`src/design/prst_pkg.sv`:
```
package prst_pkg;

  localparam int unsigned SLOTS_DEF     = 16;
  localparam int unsigned MAX_RESULTS   = 16;
  localparam logic [31:0] INTERVAL_RST  = 32'd6553;
  localparam logic [3:0]  LIMIT_RST     = 4'd10;
  localparam logic [4:0]  COUNT_SAT     = 5'd31;

  typedef enum logic [1:0] {
    KIND_QUEUE  = 2'd0,
    KIND_FLUSH  = 2'd1,
    KIND_REMOVE = 2'd2,
    KIND_NONE   = 2'd3
  } kind_t;

  typedef enum logic {
    CFG_INTERVAL = 1'b0,
    CFG_LIMIT    = 1'b1
  } cfg_idx_t;

  typedef enum logic [1:0] {
    S_IDLE,
    S_RD,
    S_EVAL,
    S_FIN
  } state_t;

  typedef struct packed {
    logic [1:0]  kind;
    logic [7:0]  channel;
    logic [15:0] packet_id;
    logic [15:0] buffer_handle;
    logic        needs_retry;
    logic [3:0]  start_count;
    logic [31:0] now_time;
  } in_item_t;

  typedef struct packed {
    logic        ok;
    logic [7:0]  channel_out;
    logic [15:0] packet_id_out;
    logic [15:0] handle_out;
    logic [31:0] send_time;
    logic [4:0]  count_out;
    logic        slot_freed;
    logic        pending;
    logic        last;
  } out_item_t;

  typedef struct packed {
    logic        retry;
    logic [7:0]  channel;
    logic [15:0] packet_id;
    logic [15:0] handle;
    logic [31:0] due;
    logic [4:0]  count;
  } entry_t;

  typedef struct packed {
    logic [31:0] interval;
    logic [3:0]  limit;
  } cfg_t;

endpackage

```
`src/design/prst_mem.sv`:
```
module prst_mem import prst_pkg::*; #(
  parameter int unsigned SLOTS = SLOTS_DEF,
  localparam int unsigned IDX_W = (SLOTS > 1) ? $clog2(SLOTS) : 1
) (
  input  logic             clk,
  input  logic             we,
  input  logic [IDX_W-1:0] wr_addr,
  input  entry_t           wr_data,
  input  logic [IDX_W-1:0] rd_addr,
  output entry_t           rd_data
);

  entry_t mem [SLOTS];

  always_ff @(posedge clk) begin
    if (we) begin
      mem[wr_addr] <= wr_data;
    end
    rd_data <= mem[rd_addr];
  end

endmodule

```
`src/design/prst_engine.sv`:
```
module prst_engine import prst_pkg::*; #(
  parameter int unsigned SLOTS = SLOTS_DEF,
  localparam int unsigned IDX_W = (SLOTS > 1) ? $clog2(SLOTS) : 1,
  localparam int unsigned OCC_W = $clog2(SLOTS + 1)
) (
  input  logic             clk,
  input  logic             rst_n,
  input  cfg_t             cfg,
  input  logic             in_valid,
  output logic             in_ready,
  input  in_item_t         in_data,
  output logic             out_valid,
  input  logic             out_ready,
  output out_item_t        out_data,
  output logic             mem_we,
  output logic [IDX_W-1:0] mem_wr_addr,
  output entry_t           mem_wr_data,
  output logic [IDX_W-1:0] mem_rd_addr,
  input  entry_t           mem_rd_data
);

  state_t            state_r, state_nxt;
  logic [IDX_W-1:0]  idx_r, idx_nxt;
  in_item_t          req_r, req_nxt;
  logic              dup_r, dup_nxt;
  logic              found_r, found_nxt;
  logic              hold_v_r, hold_v_nxt;
  out_item_t         hold_r, hold_nxt;
  logic [4:0]        nres_r, nres_nxt;
  logic              out_valid_r, out_valid_nxt;
  out_item_t         out_r, out_nxt;
  logic [SLOTS-1:0]  used_r, used_nxt;
  logic [OCC_W-1:0]  occ_r, occ_nxt;

  logic              hit, is_last, out_free, due, freed, free_found, q_ok;
  logic [IDX_W-1:0]  free_idx;
  logic [31:0]       diff, rearm;
  logic [4:0]        cnt;
  out_item_t         plain;

  assign in_ready    = (state_r == S_IDLE);
  assign out_valid   = out_valid_r;
  assign out_data    = out_r;
  assign mem_rd_addr = idx_r;

  // first free slot
  always_comb begin
    free_found = 1'b0;
    free_idx   = '0;
    for (int i = SLOTS - 1; i >= 0; i--) begin
      if (!used_r[i]) begin
        free_found = 1'b1;
        free_idx   = IDX_W'(i);
      end
    end
  end

  always_comb begin
    hit      = used_r[idx_r] && mem_rd_data.channel == req_r.channel
               && mem_rd_data.packet_id == req_r.packet_id;
    is_last  = (idx_r == IDX_W'(SLOTS - 1));
    out_free = !out_valid_r || out_ready;
    diff     = req_r.now_time - mem_rd_data.due;
    due      = used_r[idx_r] && (mem_rd_data.due == '0 || !diff[31]);
    rearm    = req_r.now_time + cfg.interval;
    if (rearm == '0) rearm = '1;
    cnt      = (mem_rd_data.count < COUNT_SAT) ? mem_rd_data.count + 5'd1 : COUNT_SAT;
    freed    = !mem_rd_data.retry || cnt > {1'b0, cfg.limit};
    q_ok     = !dup_r && free_found;
    plain    = '0;
    plain.pending = (occ_r != '0);
    plain.last    = 1'b1;
  end

  always_comb begin
    state_nxt     = state_r;
    idx_nxt       = idx_r;
    req_nxt       = req_r;
    dup_nxt       = dup_r;
    found_nxt     = found_r;
    hold_v_nxt    = hold_v_r;
    hold_nxt      = hold_r;
    nres_nxt      = nres_r;
    out_valid_nxt = out_valid_r;
    out_nxt       = out_r;
    used_nxt      = used_r;
    occ_nxt       = occ_r;
    mem_we        = 1'b0;
    mem_wr_addr   = idx_r;
    mem_wr_data   = mem_rd_data;

    if (out_valid_r && out_ready) out_valid_nxt = 1'b0;

    unique case (state_r)
      S_IDLE: begin
        if (in_valid) begin
          req_nxt    = in_data;
          idx_nxt    = '0;
          dup_nxt    = 1'b0;
          found_nxt  = 1'b0;
          hold_v_nxt = 1'b0;
          nres_nxt   = '0;
          state_nxt  = (kind_t'(in_data.kind) == KIND_NONE) ? S_FIN : S_RD;
        end
      end
      S_RD: state_nxt = S_EVAL;
      S_EVAL: begin
        unique case (kind_t'(req_r.kind))
          KIND_QUEUE: begin
            if (hit) dup_nxt = 1'b1;
            if (is_last) state_nxt = S_FIN;
            else begin
              idx_nxt   = idx_r + 1'b1;
              state_nxt = S_RD;
            end
          end
          KIND_REMOVE: begin
            if (hit) begin
              used_nxt[idx_r] = 1'b0;
              occ_nxt         = occ_r - 1'b1;
              found_nxt       = 1'b1;
              state_nxt       = S_FIN;
            end else if (is_last) state_nxt = S_FIN;
            else begin
              idx_nxt   = idx_r + 1'b1;
              state_nxt = S_RD;
            end
          end
          KIND_FLUSH: begin
            if (due) begin
              // an older held item must leave before this one takes its place
              if (!hold_v_r || out_free) begin
                if (hold_v_r) begin
                  out_valid_nxt = 1'b1;
                  out_nxt       = hold_r;
                end
                mem_we                   = 1'b1;
                mem_wr_data.due          = rearm;
                mem_wr_data.count        = cnt;
                hold_nxt.ok              = 1'b1;
                hold_nxt.channel_out     = mem_rd_data.channel;
                hold_nxt.packet_id_out   = mem_rd_data.packet_id;
                hold_nxt.handle_out      = mem_rd_data.handle;
                hold_nxt.send_time       = req_r.now_time;
                hold_nxt.count_out       = cnt;
                hold_nxt.slot_freed      = freed;
                hold_nxt.last            = 1'b0;
                if (freed) begin
                  used_nxt[idx_r] = 1'b0;
                  occ_nxt         = occ_r - 1'b1;
                end
                hold_nxt.pending = (occ_nxt != '0);
                hold_v_nxt       = 1'b1;
                nres_nxt         = nres_r + 5'd1;
                if (is_last || nres_nxt == 5'(MAX_RESULTS)) state_nxt = S_FIN;
                else begin
                  idx_nxt   = idx_r + 1'b1;
                  state_nxt = S_RD;
                end
              end
            end else if (is_last) state_nxt = S_FIN;
            else begin
              idx_nxt   = idx_r + 1'b1;
              state_nxt = S_RD;
            end
          end
          default: state_nxt = S_FIN;
        endcase
      end
      S_FIN: begin
        if (out_free) begin
          out_valid_nxt = 1'b1;
          state_nxt     = S_IDLE;
          unique case (kind_t'(req_r.kind))
            KIND_QUEUE: begin
              out_nxt    = plain;
              out_nxt.ok = q_ok;
              if (q_ok) begin
                mem_we                = 1'b1;
                mem_wr_addr           = free_idx;
                mem_wr_data.retry     = req_r.needs_retry;
                mem_wr_data.channel   = req_r.channel;
                mem_wr_data.packet_id = req_r.packet_id;
                mem_wr_data.handle    = req_r.buffer_handle;
                mem_wr_data.due       = '0;
                mem_wr_data.count     = {1'b0, req_r.start_count};
                used_nxt[free_idx]    = 1'b1;
                occ_nxt               = occ_r + 1'b1;
                out_nxt.pending       = 1'b1;
              end
            end
            KIND_FLUSH: begin
              if (hold_v_r) begin
                out_nxt      = hold_r;
                out_nxt.last = 1'b1;
              end else out_nxt = plain;
            end
            KIND_REMOVE: begin
              out_nxt    = plain;
              out_nxt.ok = found_r;
            end
            default: out_nxt = plain;
          endcase
        end
      end
      default: state_nxt = S_IDLE;
    endcase
  end

  always_ff @(posedge clk) begin
    if (!rst_n) begin
      state_r     <= S_IDLE;
      out_valid_r <= 1'b0;
      used_r      <= '0;
      occ_r       <= '0;
      hold_v_r    <= 1'b0;
    end else begin
      state_r     <= state_nxt;
      out_valid_r <= out_valid_nxt;
      used_r      <= used_nxt;
      occ_r       <= occ_nxt;
      hold_v_r    <= hold_v_nxt;
    end
    idx_r   <= idx_nxt;
    req_r   <= req_nxt;
    dup_r   <= dup_nxt;
    found_r <= found_nxt;
    hold_r  <= hold_nxt;
    nres_r  <= nres_nxt;
    out_r   <= out_nxt;
  end

endmodule

```
`src/design/packet_retransmit_slot_table_unit.sv`:
```
// Channel | Direction | Handshake         | Payload
// in_     | input     | in_valid/ready    | in_item_t  (kind, channel, id, handle, ...)
// out_    | output    | out_valid/ready   | out_item_t (ok, packet fields, pending, last)
// cfg_    | input     | cfg_we            | cfg_addr selects interval or limit
// An item is taken only when idle, one at a time. Queue and remove read the slot
// memory one slot at a time (read, then evaluate) and take no new item until the
// scan is done; flush likewise, one result per due slot, up to MAX_RESULTS per item.
// Kind three skips the scan. The results wait in the output register; a stalled
// output holds a flush scan and the final result. Reset (synchronous, active low)
// clears the used bits and the fill count.
module packet_retransmit_slot_table_unit import prst_pkg::*; #(
  parameter int unsigned SLOTS = SLOTS_DEF,
  localparam int unsigned IDX_W = (SLOTS > 1) ? $clog2(SLOTS) : 1
) (
  input  logic      clk,
  input  logic      rst_n,
  input  logic      in_valid,
  output logic      in_ready,
  input  in_item_t  in_data,
  output logic      out_valid,
  input  logic      out_ready,
  output out_item_t out_data,
  input  logic      cfg_we,
  input  logic      cfg_addr,
  input  logic [31:0] cfg_wdata
);

  cfg_t             cfg_r;
  logic             mem_we;
  logic [IDX_W-1:0] mem_wr_addr, mem_rd_addr;
  entry_t           mem_wr_data, mem_rd_data;

  always_ff @(posedge clk) begin
    if (!rst_n) begin
      cfg_r.interval <= INTERVAL_RST;
      cfg_r.limit    <= LIMIT_RST;
    end else if (cfg_we) begin
      unique case (cfg_idx_t'(cfg_addr))
        CFG_INTERVAL: cfg_r.interval <= cfg_wdata;
        CFG_LIMIT:    cfg_r.limit    <= cfg_wdata[3:0];
        default: ;
      endcase
    end
  end

  prst_engine #(.SLOTS(SLOTS)) u_engine (
    .clk         (clk),
    .rst_n       (rst_n),
    .cfg         (cfg_r),
    .in_valid    (in_valid),
    .in_ready    (in_ready),
    .in_data     (in_data),
    .out_valid   (out_valid),
    .out_ready   (out_ready),
    .out_data    (out_data),
    .mem_we      (mem_we),
    .mem_wr_addr (mem_wr_addr),
    .mem_wr_data (mem_wr_data),
    .mem_rd_addr (mem_rd_addr),
    .mem_rd_data (mem_rd_data)
  );

  prst_mem #(.SLOTS(SLOTS)) u_mem (
    .clk     (clk),
    .we      (mem_we),
    .wr_addr (mem_wr_addr),
    .wr_data (mem_wr_data),
    .rd_addr (mem_rd_addr),
    .rd_data (mem_rd_data)
  );

endmodule

```
`config.mk`:
```
export PLATFORM = sky130hd
export DESIGN_NAME = packet_retransmit_slot_table_unit
export DESIGN_NICKNAME = d
export VERILOG_FILES = /design/src/design/prst_pkg.sv /design/src/design/prst_mem.sv /design/src/design/prst_engine.sv /design/src/design/packet_retransmit_slot_table_unit.sv
export SDC_FILE = /design/constraint.sdc
export NUM_CORES = 2
export LEC_CHECK = 0
export BUFFER_PORTS_ARGS = -buffer_cell sky130_fd_sc_hd__clkbuf_2
export CAP_MARGIN = 20
export CORE_UTILIZATION = 40
export DETAILED_ROUTE_END_ITERATION = 6
export SETUP_SLACK_MARGIN = 0.2
export SYNTH_ARGS = -nofsm -noshare
export SYNTH_HDL_FRONTEND = slang
export SYNTH_SLANG_ARGS = --single-unit
export TNS_END_PERCENT = 10
```
`constraint.sdc`:
```
create_clock -name clk -period 21.5 [get_ports clk]
set_input_delay 3.225 -clock clk [delete_from_list [all_inputs] [get_ports clk]]
set_output_delay 3.225 -clock clk [all_outputs]
set_load 0.05 [all_outputs]
```
; ---- Yosys cells after proc, flatten, opt, wreduce, memory -nomap -nowiden
; Memory sizes are Yosys's and may differ from the RTL's. A register that Yosys moved wholly into a read port is not among the register bits.
; Cells that the tools add are included.
[totals]
ff_bits = 311
ramBits = 1248
in_bits = 117
out_inout_bits = 83
mem_count = 1
[mem_list]
columns = name, words, width, rd, rd_clocked_by_memory_dff, wr, line
row1 = u_mem.mem, 16, 78, 1, 1, 1, prst_mem.sv:13  ; entry_t mem [SLOTS];
[classes]
addsub = 7
n_lt_le_gt_ge = 6
n_eq_ne = 30
muxes = 132
bitwise = 4
n_reduce_logical = 37
[op_table]
columns = op, n
row1 = two-way mux 81 bit, 6
row2 = case mux 81 bit (3 select lines), 1
row3 = two-way mux 78 bit, 3
row4 = case mux 81 bit (2 select lines), 1
row5 = two-way mux 16 bit, 7
row6 = two-way mux 37 bit, 3
row7 = two-way mux 4 bit, 26
row8 = two-way mux 5 bit, 16
row9 = case mux 37 bit (2 select lines), 1
row10 = logical NOT 32 bit, 2
row11 = case mux 16 bit (2 select lines), 2
row12 = two-way mux 1 bit, 41
row13 = two-way mux 41 bit, 1
row14 = adder 32 bit, 1
row15 = two-way mux 32 bit, 1
row16 = subtractor 32 bit, 1
row17 = case mux 5 bit (2 select lines), 3
row18 = "!= test 2 x 1 -> 1 bit, second input constant", 9
row19 = AND 16 bit, 1
row20 = == test 16 bit, 1
row21 = two-way mux 2 bit, 8
row22 = NOT 16 bit, 1
row23 = bitwise OR 16 bit, 1
row24 = "adder 5 x 1 -> 5 bit, second input constant", 3
row25 = 38 further kinds, 76

; ---- Logic depth before layout (Yosys ltp)
[logic_depth]
depth_word = 25
depth_mapped = 14
mapped_depth_nobuf = 14

; ---- By module
; A second synthesis with hierarchy kept.
[unflattened]
cells_unflattened = 3476
area_unflattened_um2 = 64438.1
[modules_own_cells]
columns = mod, instances, cells_per_inst, area_per_inst_um2, seq_area_each_um2
row1 = prst_mem, 1, 2004, 48263.8, 39037.4
row2 = prst_engine, 1, 1314, 14666.6, 8007.7
row3 = packet_retransmit_slot_table_unit, 1, 158, 1507.7, 720.7

; ---- Worst setup path after synthesis
; No wires, ideal clock.
[synth_path]
path_kind = input port to flip-flop
from = input port out_ready
to = memory u_mem.mem[4][0] (netlist name) (enable)
setup_time_ns = 0.515
arrival_ns = 8.628
t_required_ns = 20.985
slack_ns = 12.357
path_stages = 8
cell_sequence = nor2b_1 > and2_1 > nor2_1 > o211ai_1 > clkinv_1 > a22o_1 > nand2_1 > nor2_1
[synth_between]
elab_chain_cells = 8
elab_cells_between_ends = 11
classes_between = 9 x mux / 2 x reduce/logical
[synth_rtl]
columns = element, line
row1 = "start, declared", packet_retransmit_slot_table_unit.sv:21  ; input logic out_ready,
row2 = logical OR 1 bit *, prst_engine.sv:62  ; out_free = !out_valid_r || out_ready;
row3 = logical OR 1 bit, prst_engine.sv:132  ; if (!hold_v_r || out_free) begin
row4 = two-way mux 1 bit, prst_engine.sv:132
row5 = two-way mux 1 bit, prst_engine.sv:130  ; if (due) begin
row6 = two-way mux 1 bit, prst_engine.sv:108  ; unique case (kind_t'(req_r.kind))
row7 = case mux 1 bit (2 select lines), prst_engine.sv:94  ; unique case (state_r)
row8 = two-way mux 1 bit, prst_mem.sv:16  ; if (we) begin
row9 = two-way mux 1 bit (implied by the code), prst_mem.sv:17  ; mem[wr_addr] <= wr_data;
row10 = "end, declared", prst_mem.sv:13
; Mark *: on every way between the ends. The rest lies on a longest branch, timed or not.

; ---- Worst setup path after layout
[layout_path]
from = input port out_ready
to = memory u_mem.mem[6][43] (netlist name) (enable)
; Same word-level chain as after synthesis.

==> metrics.txt <==
status=finished clean; CTS Buf Count=163; post-synthesis mux area share=13.9%; total power draw=0.00744 W; Max Cap Viol=0; die width=403 µm; Longest Clk Path Bufs=3; Max Fclk=141 MHz; initial antenna violation count=13; CTS tree=done; Data required, critical path=21.90 ns; CP dominant cell by count=buf_4; routability cong.=0.846; clock skew after layout=0.0263 ns; Final ANT Viol Nets=0; synth top area cells=edfxtp_1 (70%), mux4_2 (14%), dfxtp_1 (4.3%); post-synthesis sequential area ratio=74.2%; vias in the first global route=33.1k; Root Buffer=clkbuf_16; area added between synthesis and finish=14.6%; slowest CP cell=nor2_4; Worst EP arrival=7.47 ns; DR DRC count=0; area fraction of the dominant cell type after synthesis=69.9%; Placement Cell Area=68,300 µm²; simple logic cell fraction of the synthesized area=4.63%; first-pass GRT wire length=231 mm; routed len/inst=26.7 µm; Worst setup EP type=flip-flop; post-CTS resize count=0; die area=163,000 µm²; largest family of logic cells by synthesized area=multiplexers; Worst-Margin Slew=1.10 ns; post-DP HPWL=94.7 mm; Layout Cells excl Fill=5,931; grt total ovfl=0; share of layout cells above drive strength 1=25.5%; pwr dens=101 nW/µm²; Synth Area in Adders=1.57%; post-layout min period=7.07 ns; DR vias/cell=5.57; worst hold margin=0.434 ns; ys flop type=edfxtp_1; Post-Syn Area per Cell=19.2 µm²; clock transition at the registers of the reported paths=0.07 ns; Slew Viols, Final=0; Final Hold Vio Count=0; total number of vias=33.0k; Cells after DPL=5,621; Detailed Route WL=158 mm; fin nets=3,846; post-synthesis xor/xnor area fraction=0.748%; largest net degree at the start of global routing=120; Tot GR Track Use=19.5%; latest clock arrival within the worst-skew pair=0.79 ns; FF-to-FF setup slack=14.82 ns; Worst Path Class, Setup=input pin to flip-flop; Post-CTS Setup Bufs=0; I/O pin count=200; Finished Cell Area=73,800 µm²; syn_nets=3,552; static leakage=24.1 nW; area leader, netlist=edfxtp_1; worst min path class=flip-flop to flip-flop; most common cell in the synthesized netlist=edfxtp_1; fraction of registers with async set/reset=0%; cell breakdown of the critical path=clkbuf_2 > nor2b_1 > and2_1 > nor2_1 > o211ai_1 > buf_4 > inv_4 > a22o_1 > nand2_1 > nor2_4 > buf_4 > buf_4; Gate Count Post-Synth=3,355; core box area=159,000 µm²; Die H=403 µm; CP max stage delay=0.73 ns; RSZ-0062 raised after global routing=no; flop and latch count out of synthesis=1,637; Num Clock Sinks=1,637; PortBufs=199; H-Tree Level Count=4; number of iterations in the first detailed-routing pass=6; FILL cells=13.3k; leading post-synthesis cells by instance count=edfxtp_1 (1,498), mux4_2 (395), nand2_1 (272); Synth Warn #=0; row cnt=146; Max transition margin=26.3%; hold buffer count at CTS=0; complex-gate fraction of the synthesized area=3.64%; crit path max fanout=34; initial drt markers=3,381; Initial Util=40.5%; type of origin of the critical path=input pin; Post-synth EDFFs=1,498; Post-Synthesis Cell Area=64,400 µm²; VDD IR max=85.6 µV; post-route clock period utilization=32.9%; number of setup violations in the final report=0; synth unique cells=78; TNS Setup=0 ns
## logic make-up (layout without fill, tap and decap cells)
family | count (synthesis) | count (layout)
multiplexers | 400 | 400
AND/OR/NAND/NOR | 620 | 620
XOR/XNOR | 55 | 55
buffers and inverters | 224 | 652
adder cells (fa/ha/maj) | 80 | 80
other | 0 | 2
AO/OA/AOI/OAI | 339 | 339
flip-flops | 1637 | 1637
## layout make-up
class / count / area (µm²) / share of cell area [%]
diodes: 2 / 5.00 / 0.00678
clock buffers: 229 / 4570 / 6.20
clock inverters: 70 / 852 / 1.15
inverters: 68 / 260 / 0.353
multi-input cells: 1494 / 15900 / 21.6
flip-flops and latches: 1637 / 47800 / 64.7
well taps: 2146 / 2690 / 3.64
repair buffers: 285 / 1710 / 2.32
## metrics by stage
step                      worst slack (ns)  util [%]
after floorplan                      12.36         -
after global placement               13.65      42.9
after detailed placement             13.64      42.9
after CTS                            14.46      46.3
after global routing                 14.24      46.4
final                                14.43      46.4
## registers in the layout (all words and copies together), names as in the netlist, 4 cells and up
name / count
u_engine.req_r: 79
u_engine.hold_r: 79
u_engine.mem_rd_addr: 4
u_mem.mem: 1248
u_engine.used_r: 16
u_engine.occ_r: 5
u_mem.rd_data: 78
u_engine.nres_r: 5
u_engine.out_data: 81
cfg_r: 36
## worst paths after layout
| kind | cells past startpoint | from | endpoint |
|---|---|---|---|
| max | 12 | out_ready | u_mem.mem[6][43]$_DFFE_PP_ |
| min | 0 | u_mem.rd_data[49]$_DFF_P_ | u_engine.hold_r[52]$_DFFE_PP_ |
| max reg2reg | 16 | u_mem.rd_data[33]$_DFF_P_ | u_mem.mem[6][43]$_DFFE_PP_ |
| min reg2reg | 0 | u_mem.rd_data[49]$_DFF_P_ | u_engine.hold_r[52]$_DFFE_PP_ |
## worst max-delay path: cells and delay by family
family	cells	cell delay, ns
AOI/OAI and AO/OA	2	0.55
buffers and inverters	5	2.06
and+or+nand+nor	5	1.54
## cells in the final DEF (no fill, tap or decap), types with 42 or more instances in the layout
cell type     n
nand2_1     271
nor2_1       68
nand3_1      45
clkbuf_1     45
ha_1         79
xnor2_1      42
mux4_2      395
dfxtp_1     139
edfxtp_1   1498
o21ai_0      47
buf_4        81
clkbuf_16   166
and2_1       88
clkbuf_2    199
a21oi_1      62
inv_1        65
## power by group
part	switching, W	leakage (nW)	total [W]	internal [W]
combinational	0.000523	6.78	0.000817	0.000294
clock	0.00119	2.64	0.00287	0.00168
sequential	0.0000647	14.7	0.00376	0.00370
## routing by layer
layer  GRT usage, %  up-vias  wire [µm]
li1               -    14200          -
met5              0        -         13
met3           3.12      214      10800
met2           30.8     1208      74800
met1           28.4    17400      69800
met4           4.94        2       3030
Note: power is estimated with default switching activity, not from simulation.
